==> src/design/triage_three_queue_engine_assert.svh <==
// assertion macros shared by the triage engine modules
// expects clk and rst_n in the scope of each use
`ifndef TRIAGE_THREE_QUEUE_ENGINE_ASSERT_SVH
`define TRIAGE_THREE_QUEUE_ENGINE_ASSERT_SVH

`ifndef NO_ASSERTIONS
// property checked at every clock edge outside reset
`define TQE_ASSERT(lbl, prop, msg) \
  lbl: assert property (@(posedge clk) disable iff (!rst_n) (prop)) else $error(msg);
// condition in one cycle implies a condition in the next
`define TQE_ASSERT_NEXT(lbl, pre, post, msg) \
  lbl: assert property (@(posedge clk) disable iff (!rst_n) (pre) |=> (post)) else $error(msg);
`else
`define TQE_ASSERT(lbl, prop, msg)
`define TQE_ASSERT_NEXT(lbl, pre, post, msg)
`endif

`endif

==> src/design/tqe_pkg.sv <==
`timescale 1ns / 1ps
// shared types and codes for the triage three-queue engine
// no dependencies

package tqe_pkg;

  localparam int TAG_W = 32;

  // record as kept in the stores, tag in the low bits
  typedef struct packed {
    logic [1:0]       typ;
    logic [2:0]       sev;
    logic [7:0]       age;
    logic [TAG_W-1:0] tag;
  } rec_t;

  // request kinds
  localparam logic [1:0] KIND_ADMIT = 2'd0;
  localparam logic [1:0] KIND_SERVE = 2'd1;
  localparam logic [1:0] KIND_XFER  = 2'd2;
  localparam logic [1:0] KIND_NOP   = 2'd3;

  // sectors
  localparam logic [1:0] SEC_NONE  = 2'd0;
  localparam logic [1:0] SEC_STACK = 2'd1;
  localparam logic [1:0] SEC_FIFO  = 2'd2;
  localparam logic [1:0] SEC_RING  = 2'd3;

  // result status
  localparam logic [2:0] ST_OK       = 3'd0;
  localparam logic [2:0] ST_BAD_SEV  = 3'd1;
  localparam logic [2:0] ST_BAD_TYPE = 3'd2;
  localparam logic [2:0] ST_EMPTY    = 3'd3;
  localparam logic [2:0] ST_FULL     = 3'd4;
  localparam logic [2:0] ST_DROPPED  = 3'd5;
  localparam logic [2:0] ST_BAD_SEC  = 3'd6;

  localparam logic [2:0] SEV_MIN       = 3'd1;
  localparam logic [2:0] SEV_MAX       = 3'd5;
  localparam logic [2:0] THRESHOLD_RST = 3'd4;

  // register indexes
  localparam logic REG_THRESHOLD = 1'b0;

  // cell operations
  localparam logic [1:0] CELL_HOLD = 2'd0;
  localparam logic [1:0] CELL_PREV = 2'd1;
  localparam logic [1:0] CELL_NEXT = 2'd2;
  localparam logic [1:0] CELL_LOAD = 2'd3;

  // command into one store chain
  typedef struct packed {
    logic push;
    logic pop;
    rec_t rec;
  } chain_cmd_t;

  // status out of one store chain
  typedef struct packed {
    logic empty;
    logic full;
    rec_t head;
  } chain_stat_t;

endpackage

==> src/design/tqe_cell.sv <==
`timescale 1ns / 1ps
// one record slot of a store chain
// uses tqe_pkg for the record type and cell operation codes

module tqe_cell
  import tqe_pkg::*;
(
  input  logic       clk,
  input  logic [1:0] op,
  input  rec_t       prev_d,
  input  rec_t       next_d,
  input  rec_t       load_d,
  output rec_t       q
);

  rec_t q_r;
  rec_t q_nxt;

  always_comb begin
    case (op)
      CELL_HOLD: q_nxt = q_r;
      CELL_PREV: q_nxt = prev_d;
      CELL_NEXT: q_nxt = next_d;
      CELL_LOAD: q_nxt = load_d;
      default:   q_nxt = q_r;
    endcase
  end

  always_ff @(posedge clk) begin
    q_r <= q_nxt;
  end

  assign q = q_r;

endmodule

==> src/design/tqe_chain.sv <==
`timescale 1ns / 1ps
// one record store built as a row of tqe_cell slots, head or top in slot 0
// uses tqe_pkg, tqe_cell and the assertion macro header
`include "triage_three_queue_engine_assert.svh"

module tqe_chain
  import tqe_pkg::*;
#(
  parameter int DEPTH     = 16,
  parameter bit LIFO      = 1'b0,
  parameter bit OVERWRITE = 1'b0,
  parameter int LW        = $clog2(DEPTH + 1)
) (
  input  logic          clk,
  input  logic          rst_n,
  input  chain_cmd_t    cmd,
  output chain_stat_t   stat,
  output logic [LW-1:0] level_nxt
);

  logic [LW-1:0] level_r;
  logic          full;
  logic          eff_pop;
  logic [LW-1:0] wpos;
  logic [1:0]    cell_op [DEPTH];
  rec_t          cell_q  [DEPTH];

  assign full    = (level_r >= LW'(DEPTH));
  // a full overwriting store drops its oldest entry on push
  assign eff_pop = cmd.pop | (OVERWRITE & cmd.push & full);
  assign wpos    = eff_pop ? level_r - LW'(1) : level_r;

  always_comb begin
    level_nxt = level_r;
    if (cmd.push && !eff_pop) begin
      level_nxt = level_r + LW'(1);
    end else if (!cmd.push && eff_pop) begin
      level_nxt = level_r - LW'(1);
    end
  end

  always_ff @(posedge clk) begin
    if (!rst_n) begin
      level_r <= '0;
    end else begin
      level_r <= level_nxt;
    end
  end

  always_comb begin
    for (int i = 0; i < DEPTH; i++) begin
      cell_op[i] = CELL_HOLD;
      if (LIFO) begin
        if (cmd.push) begin
          if (i == 0) cell_op[i] = CELL_LOAD;
          else if (!cmd.pop) cell_op[i] = CELL_PREV;
        end else if (cmd.pop) begin
          cell_op[i] = CELL_NEXT;
        end
      end else begin
        if (cmd.push && (LW'(i) == wpos)) cell_op[i] = CELL_LOAD;
        else if (eff_pop) cell_op[i] = CELL_NEXT;
      end
    end
  end

  for (genvar g = 0; g < DEPTH; g++) begin : g_cell
    rec_t prev_d;
    rec_t next_d;
    if (g == 0) begin : g_first
      assign prev_d = cell_q[g];
    end else begin : g_mid_prev
      assign prev_d = cell_q[g-1];
    end
    if (g == DEPTH - 1) begin : g_last
      assign next_d = cell_q[g];
    end else begin : g_mid_next
      assign next_d = cell_q[g+1];
    end
    tqe_cell u_cell (
      .clk    (clk),
      .op     (cell_op[g]),
      .prev_d (prev_d),
      .next_d (next_d),
      .load_d (cmd.rec),
      .q      (cell_q[g])
    );
  end

  assign stat.empty = (level_r == '0);
  assign stat.full  = full;
  assign stat.head  = cell_q[0];

  `TQE_ASSERT(a_level_bound, level_r <= LW'(DEPTH), "store level beyond depth")
  `TQE_ASSERT(a_no_pop_empty, !(cmd.pop && level_r == '0), "pop from empty store")
  `TQE_ASSERT(a_no_push_full, !(cmd.push && full && !cmd.pop && !OVERWRITE),
              "push into full store")
  `TQE_ASSERT_NEXT(a_push_grows, cmd.push && !eff_pop && rst_n,
                   level_r == $past(level_r) + LW'(1), "level did not grow on push")

endmodule

==> src/design/triage_three_queue_engine.sv <==
`timescale 1ns / 1ps
// triage engine top: request decode, three store chains, result register, config port
// uses tqe_pkg, tqe_chain (tqe_cell) and the assertion macro header
//
//  channel | dir | handshake                 | payload
//  --------+-----+---------------------------+--------------------------------------
//  in_     | in  | in_tvalid / in_tready     | in_tuser kind, in_tdata record + sectors
//  out_    | out | out_tvalid / out_tready   | out_tuser status, out_tdata record + counts
//  cfg_    | in  | psel/penable/pwrite/pready| emergency_threshold at byte address 0
//
// each request is decoded against the store heads, and the cell rows shift or
// load at the same edge that captures the result
// one transfer per cycle while the result output is not stalled; the result is registered
// and appears in the cycle after its request is taken; a stalled result holds in the
// output register, and a new request is taken in the cycle the waiting result leaves
// synchronous active-low reset empties all stores and sets the threshold to 4
`include "triage_three_queue_engine_assert.svh"

module triage_three_queue_engine
  import tqe_pkg::*;
#(
  parameter int STACK_DEPTH = 16,
  parameter int FIFO_DEPTH  = 16,
  parameter int RING_DEPTH  = 8
) (
  input  logic        clk,
  input  logic        rst_n,
  // request stream
  input  logic        in_tvalid,
  output logic        in_tready,
  // [31:0] record_tag, [39:32] record_age, [42:40] record_severity,
  // [44:43] record_type, [46:45] source_sector, [48:47] dest_sector, rest zero
  input  logic [55:0] in_tdata,
  // [1:0] kind
  input  logic [1:0]  in_tuser,
  // result stream
  output logic        out_tvalid,
  input  logic        out_tready,
  // [1:0] placed_sector, [33:2] out_tag, [41:34] out_age, [44:42] out_severity,
  // [46:45] out_type, [51:47] stack_count, [56:52] fifo_count,
  // [60:57] ring_count, rest zero
  output logic [63:0] out_tdata,
  // [2:0] status
  output logic [2:0]  out_tuser,
  // configuration port
  input  logic        cfg_psel,
  input  logic        cfg_penable,
  input  logic        cfg_pwrite,
  input  logic [2:0]  cfg_paddr,
  input  logic [31:0] cfg_pwdata,
  output logic [31:0] cfg_prdata,
  output logic        cfg_pready
);

  localparam int SLW = $clog2(STACK_DEPTH + 1);
  localparam int FLW = $clog2(FIFO_DEPTH + 1);
  localparam int RLW = $clog2(RING_DEPTH + 1);

  // configuration register
  logic [2:0] threshold_r;
  logic       cfg_wr;

  assign cfg_pready = 1'b1;
  assign cfg_wr     = cfg_psel & cfg_penable & cfg_pwrite & cfg_pready
                      & (cfg_paddr[2] == REG_THRESHOLD);
  assign cfg_prdata = (cfg_paddr[2] == REG_THRESHOLD) ? {29'd0, threshold_r} : 32'd0;

  always_ff @(posedge clk) begin
    if (!rst_n) begin
      threshold_r <= THRESHOLD_RST;
    end else if (cfg_wr) begin
      threshold_r <= cfg_pwdata[2:0];
    end
  end

  // request fields
  logic [1:0] kind;
  rec_t       in_rec;
  logic [1:0] src;
  logic [1:0] dst;
  logic       in_acc;

  assign kind       = in_tuser;
  assign in_rec.tag = in_tdata[31:0];
  assign in_rec.age = in_tdata[39:32];
  assign in_rec.sev = in_tdata[42:40];
  assign in_rec.typ = in_tdata[44:43];
  assign src        = in_tdata[46:45];
  assign dst        = in_tdata[48:47];

  logic out_valid_r;
  assign in_tready = !out_valid_r || out_tready;
  assign in_acc    = in_tvalid && in_tready;

  // store chains
  chain_cmd_t    stack_cmd, fifo_cmd, ring_cmd;
  chain_stat_t   stack_st, fifo_st, ring_st;
  logic [SLW-1:0] stack_lvl_nxt;
  logic [FLW-1:0] fifo_lvl_nxt;
  logic [RLW-1:0] ring_lvl_nxt;

  tqe_chain #(.DEPTH(STACK_DEPTH), .LIFO(1'b1), .OVERWRITE(1'b0)) u_stack (
    .clk (clk), .rst_n (rst_n), .cmd (stack_cmd), .stat (stack_st),
    .level_nxt (stack_lvl_nxt)
  );

  tqe_chain #(.DEPTH(FIFO_DEPTH), .LIFO(1'b0), .OVERWRITE(1'b0)) u_fifo (
    .clk (clk), .rst_n (rst_n), .cmd (fifo_cmd), .stat (fifo_st),
    .level_nxt (fifo_lvl_nxt)
  );

  tqe_chain #(.DEPTH(RING_DEPTH), .LIFO(1'b0), .OVERWRITE(1'b1)) u_ring (
    .clk (clk), .rst_n (rst_n), .cmd (ring_cmd), .stat (ring_st),
    .level_nxt (ring_lvl_nxt)
  );

  // decode against the current store heads
  logic [1:0] target;
  logic       sev_ok;
  logic       src_empty;
  logic       dst_full;
  logic       target_full;
  rec_t       src_head;
  logic [1:0] push_sec;
  logic [1:0] pop_sec;
  logic [2:0] status;
  logic [1:0] placed;
  rec_t       rec;

  assign sev_ok = (in_rec.sev >= SEV_MIN) && (in_rec.sev <= SEV_MAX);
  assign target = (in_rec.sev >= threshold_r) ? SEC_STACK :
                  (in_rec.typ == SEC_STACK)   ? SEC_NONE  : in_rec.typ;

  // the ring is never treated as full in these checks: it overwrites instead
  always_comb begin
    case (src)
      SEC_STACK: begin src_empty = stack_st.empty; src_head = stack_st.head; end
      SEC_FIFO:  begin src_empty = fifo_st.empty;  src_head = fifo_st.head;  end
      SEC_RING:  begin src_empty = ring_st.empty;  src_head = ring_st.head;  end
      default:   begin src_empty = 1'b1;           src_head = '0;            end
    endcase
    case (dst)
      SEC_STACK: dst_full = stack_st.full;
      SEC_FIFO:  dst_full = fifo_st.full;
      default:   dst_full = 1'b0;
    endcase
    case (target)
      SEC_STACK: target_full = stack_st.full;
      SEC_FIFO:  target_full = fifo_st.full;
      default:   target_full = 1'b0;
    endcase
  end

  always_comb begin
    push_sec = SEC_NONE;
    pop_sec  = SEC_NONE;
    status   = ST_BAD_SEC;
    placed   = SEC_NONE;
    rec      = '0;
    case (kind)
      KIND_ADMIT: begin
        rec = in_rec;
        if (!sev_ok) begin
          status = ST_BAD_SEV;
        end else if (in_rec.typ == SEC_NONE) begin
          status = ST_BAD_TYPE;
        end else if (target == SEC_NONE) begin
          status = ST_OK;
        end else if (target_full) begin
          status = ST_FULL;
        end else begin
          push_sec = target;
          placed   = target;
          status   = ST_OK;
        end
      end
      KIND_SERVE: begin
        if (src != SEC_NONE) begin
          if (src_empty) begin
            status = ST_EMPTY;
          end else begin
            pop_sec = src;
            rec     = src_head;
            placed  = src;
            status  = ST_OK;
          end
        end
      end
      KIND_XFER: begin
        if (src != SEC_NONE && dst != SEC_NONE) begin
          if (src_empty) begin
            status = ST_EMPTY;
          end else if (dst != src && dst_full) begin
            status = ST_FULL;
          end else begin
            pop_sec  = src;
            push_sec = dst;
            rec      = src_head;
            placed   = dst;
            status   = ST_OK;
          end
        end
      end
      default: begin
        status = ST_BAD_SEC;
      end
    endcase
    // push into a full ring that is not also popped drops its oldest record
    if (push_sec == SEC_RING && ring_st.full && pop_sec != SEC_RING) begin
      status = ST_DROPPED;
    end
  end

  always_comb begin
    stack_cmd.push = in_acc && (push_sec == SEC_STACK);
    stack_cmd.pop  = in_acc && (pop_sec == SEC_STACK);
    stack_cmd.rec  = rec;
    fifo_cmd.push  = in_acc && (push_sec == SEC_FIFO);
    fifo_cmd.pop   = in_acc && (pop_sec == SEC_FIFO);
    fifo_cmd.rec   = rec;
    ring_cmd.push  = in_acc && (push_sec == SEC_RING);
    ring_cmd.pop   = in_acc && (pop_sec == SEC_RING);
    ring_cmd.rec   = rec;
  end

  // levels after this request, fitted to the result field widths
  logic [31:0] stack_cnt_w, fifo_cnt_w, ring_cnt_w;
  assign stack_cnt_w = 32'(stack_lvl_nxt);
  assign fifo_cnt_w  = 32'(fifo_lvl_nxt);
  assign ring_cnt_w  = 32'(ring_lvl_nxt);

  // result register
  logic [2:0] status_r;
  logic [1:0] placed_r;
  rec_t       rec_r;
  logic [4:0] stack_cnt_r;
  logic [4:0] fifo_cnt_r;
  logic [3:0] ring_cnt_r;

  always_ff @(posedge clk) begin
    if (!rst_n) begin
      out_valid_r <= 1'b0;
    end else if (in_acc) begin
      out_valid_r <= 1'b1;
    end else if (out_tready) begin
      out_valid_r <= 1'b0;
    end
  end

  always_ff @(posedge clk) begin
    if (in_acc) begin
      status_r    <= status;
      placed_r    <= placed;
      rec_r       <= rec;
      stack_cnt_r <= stack_cnt_w[4:0];
      fifo_cnt_r  <= fifo_cnt_w[4:0];
      ring_cnt_r  <= ring_cnt_w[3:0];
    end
  end

  assign out_tvalid = out_valid_r;
  assign out_tuser  = status_r;
  assign out_tdata  = {3'd0, ring_cnt_r, fifo_cnt_r, stack_cnt_r,
                       rec_r.typ, rec_r.sev, rec_r.age, rec_r.tag, placed_r};

  `TQE_ASSERT_NEXT(a_acc_gives_result, in_acc, out_valid_r,
                   "accepted request left no result")
  `TQE_ASSERT_NEXT(a_bad_sev, in_acc && kind == KIND_ADMIT && !sev_ok,
                   status_r == ST_BAD_SEV && placed_r == SEC_NONE,
                   "bad severity not reported")
  `TQE_ASSERT_NEXT(a_nop_kind, in_acc && kind == KIND_NOP,
                   status_r == ST_BAD_SEC && placed_r == SEC_NONE && rec_r == '0,
                   "unused kind changed a result field")
  `TQE_ASSERT(a_one_push, !(stack_cmd.push && fifo_cmd.push) &&
              !(stack_cmd.push && ring_cmd.push) && !(fifo_cmd.push && ring_cmd.push),
              "request pushed into two stores")

endmodule
==> config.mk <==
export PLATFORM = sky130hd
export DESIGN_NAME = triage_three_queue_engine
export DESIGN_NICKNAME = d
export VERILOG_FILES = /design/src/design/tqe_pkg.sv /design/src/design/tqe_cell.sv /design/src/design/tqe_chain.sv /design/src/design/triage_three_queue_engine.sv
export VERILOG_INCLUDE_DIRS = /design/src /design/src/design
export SDC_FILE = /design/constraint.sdc
export NUM_CORES = 2
export LEC_CHECK = 0
export BUFFER_PORTS_ARGS = -buffer_cell sky130_fd_sc_hd__buf_4
export CAP_MARGIN = 20
export CELL_PAD_IN_SITES_DETAIL_PLACEMENT = 1
export CELL_PAD_IN_SITES_GLOBAL_PLACEMENT = 1
export CORE_MARGIN = 2
export CORE_UTILIZATION = 55
export CTS_CLUSTER_SIZE = 8
export DETAILED_ROUTE_END_ITERATION = 6
export PLACE_DENSITY = 0.87
export SYNTH_ARGS = -nofsm -noshare
export SYNTH_HDL_FRONTEND = slang
export SYNTH_HIERARCHICAL = 1
export SYNTH_SLANG_ARGS = --single-unit
export TNS_END_PERCENT = 100
==> constraint.sdc <==
create_clock -name clk -period 9.1 [get_ports clk]
set_input_delay 1.365 -clock clk [delete_from_list [all_inputs] [get_ports clk]]
set_output_delay 1.365 -clock clk [all_outputs]
set_load 0.01 [all_outputs]
==> results.cfg <==
[clocking]
cts_resized = 0
cts_tree = built
path_clk_slew_ps = 50
cts_made_buffers = 286
htreeDepth = 5
cts_hold_buf = 0
cts.root.buffer_cell = clkbuf_16
post-cts-setup-buffers = 0
cts.sinks = 1882
clk_latency_ps = 950
clock_path_buffers = 4

[critical_path]
end_kind = flop
cp.arrival_ps = 6850
critPathKind = primary input to flop
startpoint_type = primary input
slowest_stage = or2_2
critPathMaxFanout = 54
crit_path_frequent_cell = buf_4
slowest_delay_ps = 930
crit_required_ps = 9670
crit_path_cell_trace = buf_4 > xor2_1 > o2111ai_1 > nand2_1 > nor3_1 > buf_4 > or2_1 > and3_1 > o21ai_0 > o21ai_4 > buf_4 > buf_12 > or2_2 > buf_4
ff2ff_setup_slack_ps = 2890

[grt]
grt_max_degree = 283
antenna_found_initial = 9
grt.total_usage_pct = 34.2
grt_pass1_vias = 79300
overflow = 0
grt_first_pass_wirelength_microns = 487000

[detailed_routing]
via_per_inst = 6.77
wl_per_cell_microns = 30.4
vias = 73500
first_iter_violations = 8715
drtAntennaViolNets = 0
remaining_drc_errors = 0
firstDrtPassIters = 6
routed_wl_microns = 330000

[timing]
final-max-slew-violation-count = 0
fin_crit_sh_pct = 69.1
holdWs_ps = 539
setup_viol = 0
setup-tns-final_ps = 0
max_freq_mhz = 159
slew_headroom_pct = 11.3
worstMarginPinSlew_ps = 1330
post-route-min-period_ps = 6290
finalHoldViolations = 0
skew_ps = 65.3
grt_setup_unrepaired = false

[layout]
drive_gt1_share_pct = 9.70
fill_cells = 18000
fin_util_pct = 59.8
layout.cells.non_filler = 10900
area.growth.synth_to_final_pct = 8.04
final_net_count = 8566

[synthesis]
synth_cells = 8501
synth_flop_cell = edfxtp_1
synth_top_area_cell = edfxtp_1
synth_common_cells = 1875 x nor2_1, 1864 x edfxtp_1, 1810 x a21oi_1
yosysMostFrequentCell = nor2_1
synth-edff-count = 1864
syn_avg_cell_area_sq_um = 11.8
synth_warnings = 6
synth-async-reset-ratio_pct = 0
synthTopCellsByArea = edfxtp_1 56%, mux2i_1 18%, a21oi_1 9.1%
ys_types = 79
ys_seq_area_share_pct = 56.3
ys_seq_elements = 1882
netlist.area_leader.share_pct = 56.0
syn_area_sq_um = 100000

[die]
fp.dieH_microns = 430
die_w_microns = 430
num_rows = 156
io_pins = 202
initial_core_util_pct = 55.3
die-area_sq_um = 185000
core_sq_um = 181000

[power_and_ir_drop]
p_leak_uw = 0.0336
peakVddDrop_mv = 0.194
power_density_nw_per_um2 = 185
power.total_uw = 20000

[placed_design]
dpl.hpwl_microns = 183000
io_buffer_count = 130
place_congestion = 0.858
dp.cells = 10500

[flow_run]
cap_violations = 0

[status]
status = finished, final reports clean

[hold_path]
hp-class = flop to flop
worst max-delay path, delay by kind of cell:
kind                      cells  cell delay [ps]
buffers and inverters         5             2280
and+or+nand+nor               5             1900
AOI/OAI and AO/OA             3             1020
xor gates and xnor gates      1              200
registers in the layout, indices dropped and copies added, names as in the netlist, 3 cells and up:
signal                   cells
stack_cnt_r                  5
out_tuser                    3
ring_cnt_r                   4
u_stack/g_cell.u_cell/q    720
threshold_r                  3
u_ring/level_r               4
u_fifo/g_cell.u_cell/q     720
u_ring/g_cell.u_cell/q     360
out_tdata                   45
u_fifo/level_r               5
fifo_cnt_r                   5
u_stack/level_r              5
cells in the final DEF (no fill, tap or decap), types with 6 or more instances in the layout:
cell type,count
a21oi_1,1809
a22oi_1,47
a2bb2oi_1,46
and2_1,10
buf_12,22
buf_4,286
clkbuf_1,23
clkbuf_16,292
conb_1,33
dfxtp_1,18
edfxtp_1,1864
ha_1,19
inv_1,25
mux2_2,46
mux2i_1,1806
nand2_1,29
nand2b_1,8
nand3_1,8
nor2_1,1814
nor2_4,61
nor2b_1,6
nor3_1,12
nor3_2,10
o21ai_0,7
o21ai_4,8
o21bai_4,16
or2_2,35
or2_4,7
xnor2_1,9
xor2_1,6
logic make-up after synthesis:
logic type	Yosys count	share of synthesized area [%]
other	2	0.00751
multiplexers	1856	18.7
AND/OR/NAND/NOR	2037	8.04
XOR/XNOR	15	0.131
adder cells (fa/ha/maj)	20	0.250
buffers and inverters	712	6.15
AO/OA/AOI/OAI	1977	10.4
flip-flops	1882	56.3
final timing paths:
path | start | to | depth (start not counted)
hold reg to reg | u_stack/level_r[3] | u_stack/level_r[3] | 2
setup / recovery | in_tdata[45] | u_ring/g_cell[4].u_cell/q[35] | 14
hold / removal | u_stack/level_r[3] | u_stack/level_r[3] | 2
setup reg to reg | u_fifo/level_r[0] | u_ring/g_cell[4].u_cell/q[35] | 15
metal layers:
layer	global-route usage (%)	up-vias	routed length [microns]
li1	-	30900	-
met1	40.8	37200	120000
met2	57.9	4262	162000
met3	5.61	1121	26200
met4	21.2	4	21800
met5	0	-	37
cell type report:
cell class	count	area [sq um]	area share, %
Clock buffer	315	7390	6.85
Multi-Input combinational cell	5938	38400	35.6
Antenna cell	5	12.5	0.0116
Tap cell	2370	2970	2.75
Inverter	26	97.6	0.0904
Timing Repair Buffer	312	2700	2.50
Sequential cell	1882	56300	52.2
Clock inverter	9	77.6	0.0718
where the power goes:
part | switching, uW | internal, uW | leakage (uW)
Sequential | 75.5 | 9550 | 0.0170
Combinational | 563 | 245 | 0.0130
Clock | 3870 | 5650 | 0.00366
Total | 4510 | 15400 | 0.0336
per-stage QoR:
stage / instance area, sq um / setup WS [ps]
floorplan: 100000 / 3710
global placement: 100000 / 2020
detailed placement: 100000 / 2000
CTS: 108000 / 2890
global route: 108000 / 2560
finish: 108000 / 2810
Note: power is estimated with default switching activity, not from simulation.
